[src/rtl/sha_pkg.sv]
// ----------------------------------------------------------------------------
// SHA-256 hasher package
// Shared types, constants and round functions for the byte-stream hasher.
// ----------------------------------------------------------------------------
package sha_pkg;

	localparam int QDEPTH = 4;
	localparam int QAW = $clog2(QDEPTH);

	// Command codes from the front part to the compression engine.
	localparam logic [1:0] CMD_BLOCK = 2'd0; // compress, keep going
	localparam logic [1:0] CMD_FINAL = 2'd1; // compress, then emit digest

	typedef struct packed {
		logic [1:0]    cmd;
		logic [511:0]  blk;
	} job_t;

	function automatic logic [31:0] round_k(input logic [5:0] r);
		logic [31:0] k [64];
		k = '{
			32'h428a2f98, 32'h71374491, 32'hb5c0fbcf, 32'he9b5dba5,
			32'h3956c25b, 32'h59f111f1, 32'h923f82a4, 32'hab1c5ed5,
			32'hd807aa98, 32'h12835b01, 32'h243185be, 32'h550c7dc3,
			32'h72be5d74, 32'h80deb1fe, 32'h9bdc06a7, 32'hc19bf174,
			32'he49b69c1, 32'hefbe4786, 32'h0fc19dc6, 32'h240ca1cc,
			32'h2de92c6f, 32'h4a7484aa, 32'h5cb0a9dc, 32'h76f988da,
			32'h983e5152, 32'ha831c66d, 32'hb00327c8, 32'hbf597fc7,
			32'hc6e00bf3, 32'hd5a79147, 32'h06ca6351, 32'h14292967,
			32'h27b70a85, 32'h2e1b2138, 32'h4d2c6dfc, 32'h53380d13,
			32'h650a7354, 32'h766a0abb, 32'h81c2c92e, 32'h92722c85,
			32'ha2bfe8a1, 32'ha81a664b, 32'hc24b8b70, 32'hc76c51a3,
			32'hd192e819, 32'hd6990624, 32'hf40e3585, 32'h106aa070,
			32'h19a4c116, 32'h1e376c08, 32'h2748774c, 32'h34b0bcb5,
			32'h391c0cb3, 32'h4ed8aa4a, 32'h5b9cca4f, 32'h682e6ff3,
			32'h748f82ee, 32'h78a5636f, 32'h84c87814, 32'h8cc70208,
			32'h90befffa, 32'ha4506ceb, 32'hbef9a3f7, 32'hc67178f2};
		return k[r];
	endfunction

	localparam logic [255:0] H_INIT = {
		32'h5be0cd19, 32'h1f83d9ab, 32'h9b05688c, 32'h510e527f,
		32'ha54ff53a, 32'h3c6ef372, 32'hbb67ae85, 32'h6a09e667};

	function automatic logic [31:0] rotr(input logic [31:0] x, input int n);
		return (x >> n) | (x << (32 - n));
	endfunction

endpackage

[src/rtl/sha_engine.sv]
// ----------------------------------------------------------------------------
// SHA-256 compression engine
// Runs 64 rounds, one per cycle, then adds into the chaining hash and
// streams out the digest after a final block.
// ----------------------------------------------------------------------------
module sha_engine (
	input  logic          clk,
	input  logic          arst_n,
	input  logic          job_valid,
	output logic          job_ready,
	input  sha_pkg::job_t job,
	output logic          out_valid,
	input  logic          out_ready,
	output logic [31:0]   out_word,
	output logic [2:0]    out_index,
	output logic          out_last
);

	localparam logic [1:0] ST_IDLE = 2'd0;
	localparam logic [1:0] ST_RUN  = 2'd1;
	localparam logic [1:0] ST_ADD  = 2'd2;
	localparam logic [1:0] ST_OUT  = 2'd3;

	logic [1:0]   state_q;
	logic [5:0]   rnd_q;
	logic         fin_q;
	logic [31:0]  w_q [16];
	logic [31:0]  v_q [8];
	logic [31:0]  h_q [8];
	logic [2:0]   oidx_q;
	logic [31:0]  wr, w_nx, s0, s1, t1, t2, x15, x2;
	logic [31:0]  a, b, c, e, f, g;

	// Message schedule and round logic; the window holds words r to r+15.
	always_comb begin
		x15 = w_q[1];
		x2 = w_q[14];
		s0 = sha_pkg::rotr(x15, 7) ^ sha_pkg::rotr(x15, 18) ^ (x15 >> 3);
		s1 = sha_pkg::rotr(x2, 17) ^ sha_pkg::rotr(x2, 19) ^ (x2 >> 10);
		wr = w_q[0];
		w_nx = w_q[0] + s0 + w_q[9] + s1;
		a = v_q[0]; b = v_q[1]; c = v_q[2];
		e = v_q[4]; f = v_q[5]; g = v_q[6];
		t1 = v_q[7] + (sha_pkg::rotr(e, 6) ^ sha_pkg::rotr(e, 11) ^ sha_pkg::rotr(e, 25))
			+ ((e & f) ^ (~e & g)) + sha_pkg::round_k(rnd_q) + wr;
		t2 = (sha_pkg::rotr(a, 2) ^ sha_pkg::rotr(a, 13) ^ sha_pkg::rotr(a, 22))
			+ ((a & b) ^ (a & c) ^ (b & c));
	end

	assign job_ready = state_q == ST_IDLE;
	assign out_valid = state_q == ST_OUT;
	assign out_word = h_q[oidx_q];
	assign out_index = oidx_q;
	assign out_last = oidx_q == 3'd7;

	// Round sequencer; the schedule window shifts down one word a round.
	always_ff @(posedge clk) begin
		if (state_q == ST_IDLE && job_valid) begin
			for (int i = 0; i < 16; i++) w_q[i] <= job.blk[511 - 32*i -: 32];
			for (int i = 0; i < 8; i++) v_q[i] <= h_q[i];
		end else if (state_q == ST_RUN) begin
			for (int i = 0; i < 15; i++) w_q[i] <= w_q[i+1];
			w_q[15] <= w_nx;
			v_q[7] <= v_q[6]; v_q[6] <= v_q[5]; v_q[5] <= v_q[4];
			v_q[4] <= v_q[3] + t1;
			v_q[3] <= v_q[2]; v_q[2] <= v_q[1]; v_q[1] <= v_q[0];
			v_q[0] <= t1 + t2;
		end
	end

	always_ff @(posedge clk or negedge arst_n) begin
		if (!arst_n) begin
			state_q <= ST_IDLE;
			rnd_q <= '0;
			fin_q <= 1'b0;
			oidx_q <= '0;
			for (int i = 0; i < 8; i++) h_q[i] <= sha_pkg::H_INIT[32*i +: 32];
		end else begin
			case (state_q)
				ST_IDLE: begin
					if (job_valid) begin
						fin_q <= job.cmd == sha_pkg::CMD_FINAL;
						rnd_q <= '0;
						state_q <= ST_RUN;
					end
				end
				ST_RUN: begin
					rnd_q <= rnd_q + 6'd1;
					if (rnd_q == 6'd63) state_q <= ST_ADD;
				end
				ST_ADD: begin
					for (int i = 0; i < 8; i++) h_q[i] <= h_q[i] + v_q[i];
					oidx_q <= '0;
					state_q <= fin_q ? ST_OUT : ST_IDLE;
				end
				ST_OUT: begin
					if (out_ready) begin
						oidx_q <= oidx_q + 3'd1;
						if (oidx_q == 3'd7) begin
							for (int i = 0; i < 8; i++)
								h_q[i] <= sha_pkg::H_INIT[32*i +: 32];
							state_q <= ST_IDLE;
						end
					end
				end
				default: state_q <= ST_IDLE;
			endcase
		end
	end

	assert property (@(posedge clk) disable iff (!arst_n)
		(state_q == ST_RUN && rnd_q == 6'd63) |=> state_q == ST_ADD)
		else $error("round count broken");
	assert property (@(posedge clk) disable iff (!arst_n)
		(out_valid && out_ready && out_last) |=> state_q == ST_IDLE)
		else $error("digest did not end");
	assert property (@(posedge clk) disable iff (!arst_n)
		(out_valid && !out_ready) |=> $stable(oidx_q))
		else $error("digest index moved while stalled");

endmodule

[config.mk]
export PLATFORM = sky130hd
export DESIGN_NAME = sha_engine
export DESIGN_NICKNAME = d
export VERILOG_FILES = /design/src/rtl/sha_pkg.sv /design/src/rtl/sha_engine.sv
export SDC_FILE = /design/constraint.sdc
export NUM_CORES = 2
export LEC_CHECK = 0
export ABC_CLOCK_PERIOD_IN_PS = 32500
export BUFFER_PORTS_ARGS = -buffer_cell sky130_fd_sc_hd__buf_2
export CORE_MARGIN = 10
export CORE_UTILIZATION = 25
export DETAILED_ROUTE_END_ITERATION = 10
export SLEW_MARGIN = 20
export SYNTH_ARGS = -nofsm -noshare
export SYNTH_HDL_FRONTEND = slang
export SYNTH_SLANG_ARGS = --single-unit
[constraint.sdc]
create_clock -name clk -period 32.5 [get_ports clk]
set_input_delay 1.625 -clock clk [delete_from_list [all_inputs] [get_ports clk]]
set_output_delay 1.625 -clock clk [all_outputs]
set_load 0.05 [all_outputs]
==> results.md <==
- Clock Latency Late Sink: 0.82 ns
- Hold Startpoint: w_q[0][160]$_DFFE_PP_
- Required @ worst endpoint: 33.01 ns
- Hold crit path type: reg2reg
- Hpwl dp: 224 mm
- Synth area leaders: edfxtp_1 32%, nand2_1 13%, ha_1 6.9%, fa_1 5.5%, dfstp_2 5.0%
- # fillers: 30,295
- Clk_skew: 0.0883 ns
- EDFF count, synth: 768
- Cell Area, Synth: 71,600 um^2
- TNS Setup: 0 ns
- Sequential-to-total area share from yosys stat: 41.8%
- Drt drc: 0
- Routed via count: 59,884
- Netlist cell types: 93
- Status: completed
- Share of the synthesized area in the top cell type: 32.2%
- CTS tree: yes
- Slew Viols, Final: 0
- DIE AREA: 308,000 um^2
- WP data arrival: 10.81 ns
- Register bit total from synthesis: 1,036
- Mapped Nets: 8,971
- Post-CTS Repair Setup Buffers: 0
- Flop2flop setup slack: 22.20 ns
- Core Box Area: 285,000 um^2
- CP most frequent cell: fa_1
- Clk slew on worst S/H paths: 0.07 ns
- Async S/R FF share, synth: 25.9%
- Leading area contributor after synthesis: edfxtp_1
- Via density: 4.95
- Wire per inst: 23.8 um
- Rows: 196
- Sink Count: 1,036
- List of most frequent post-synthesis cells: 2,495 x nand2_1, 768 x edfxtp_1, 470 x a21oi_1
- Tot GR Track Use: 17.7%
- Tmin final: 10.30 ns
- FMAX: 97.1 MHz
- WS Path Type: reg2reg
- Worst Hold End: w_q[0][128]$_DFFE_PP_
- Initial antenna violation count: 52
- Reg-to-reg endpoint: v_q[0][31]$_DFFE_PP_
- Period utilization: 31.7%
- Ys Warns: 0
- Cts hold-fix bufs: 0
- Worst slew margin: 24.9%
- Gate Count Post-Synth: 7,866
- Share of cells above drive strength 1: 13.0%
- Placer Congestion: 0.989
- Fin. Hold Viols: 0
- Die X: 555 um
- First-pass DRT Iterations: 6
- Unrepaired setup endpoints after global routing: no
- Pre-CTS setup slack: 22.33 ns
- Slowest CP cell: ha_1
- Nature of the critical path startpoint: flop
- Starting Density: 25.1%
- Hold Path Depth: 2
- Worst R2R Start: rnd_q[0]$_DFFE_PN0P_
- Post-CTS sizing: 0
- Core Util, Final: 28.8%
- Most common cell in the synthesized netlist: nand2_1
- Synth Flop Type: edfxtp_1
- Worst-path maximum fanout: 19
- Vias in the first global route: 57,844
- Final wirelength: 288 mm
- R2r worst-path depth: 38
- Critical Path Max Stage Delay: 0.92 ns
- Least-Margin Pin Slew: 1.13 ns
- Fin nets: 9,326
- Root Buffer: clkbuf_16
- GRT overflow: 0
- Die height: 555 um
- Cts bufs inserted: 119
- I/O pin count: 556
- Final Worst Setup Slack: 22.20 ns
- Hold WS: 0.504 ns
- First-pass GRT wire length: 410 mm
- Buffers on Ports: 555
- Final antenna-violating net count: 0
- Area delta synth->final: 14.8%
- Clk buf depth: 3
- Max-Cap Viols: 0
- Synthesized area per cell: 9.10 um^2
- Initial DRC count: 6,417
- Largest net degree at the start of global routing: 177
- Final Setup Violations: 0
- Crit. End Element: flop
- H-tree Lvls: 3
==> layer usage <==
metal	vias to the layer above	wire [um]	track usage (%)
met5	-	169	0
met4	26	15300	8.00
met3	490	22100	3.18
met2	2611	131000	28.7
met1	28981	119000	23.1
li1	27776	-	-
==> critical path, delay by kind of cell, from the launching register on <==
family | cells | cell delay (ns)
AO/OA/AOI/OAI | 13 | 3.12
XOR/XNOR | 3 | 0.52
adder cells (fa/ha/maj) | 8 | 3.86
buffers and inverters | 5 | 0.57
flip-flops | 1 | 0.35
AND/OR/NAND/NOR | 9 | 1.57
==> cells in the final DEF (no fill, tap or decap), drive strengths merged, types with 48 or more instances in the layout <==
cell       n
o21a      53
fa       195
ha       392
dfrtp    132
a21oi    472
nand3    109
inv      313
xnor2    358
nor3      56
clkbuf   163
xor2     217
mux4      68
nand2   2495
nand2b    63
a21o     208
edfxtp   768
nor2b     52
a31oi     48
o21bai    48
dfstp    136
buf      630
nor2     332
o21ai    436
==> state kept, by name, indices dropped and copies added, names as in the netlist <==
signal,cells
h_q,256
out_index,3
v_q,256
state_q,2
w_q,512
rnd_q,6
fin_q,1
==> per-stage QoR <==
step	instance area, um^2	cells
finish	82100	12105
floorplan	71600	7866
CTS	82100	12085
detailed placement	78200	11862
global placement	78200	11862
global route	82100	12096
==> kinds of logic after synthesis <==
kind of cell             count (synthesis)  share of synthesized area [%]
AO/OA/AOI/OAI                         1579                           13.8
XOR/XNOR                               576                           7.07
adder cells (fa/ha/maj)                590                           12.3
buffers and inverters                  705                           3.70
flip-flops                            1036                           41.8
multiplexers                           111                           2.78
AND/OR/NAND/NOR                       3269                           18.5
==> area by class of cell <==
cell class | instances | area (um^2) | area share [%]
repair buffers | 630 | 3360 | 4.09
diodes | 20 | 50.0 | 0.0609
flip-flops and latches | 1036 | 30000 | 36.5
clock inverters | 60 | 568 | 0.691
clock buffers | 163 | 3300 | 4.01
multi-input cells | 6125 | 39000 | 47.5
inverters | 309 | 1170 | 1.42
well taps | 3762 | 4710 | 5.73
==> worst max-delay path by stage <==
stage,to,startpoint,depth (start not counted)
finish,v_q[0][31]$_DFFE_PP_,rnd_q[0]$_DFFE_PN0P_,38
global route,v_q[0][31]$_DFFE_PP_,rnd_q[0]$_DFFE_PN0P_,38
CTS,v_q[0][31]$_DFFE_PP_,rnd_q[0]$_DFFE_PN0P_,38
detailed placement,v_q[0][31]$_DFFE_PP_,rnd_q[0]$_DFFE_PN0P_,38
global placement,v_q[0][31]$_DFFE_PP_,rnd_q[0]$_DFFE_PN0P_,38
floorplan,v_q[0][0]$_DFFE_PP_,job_valid,4
Power is not shown: default switching activity piles up to over one toggle a cycle in this logic, so the estimate is an artifact.
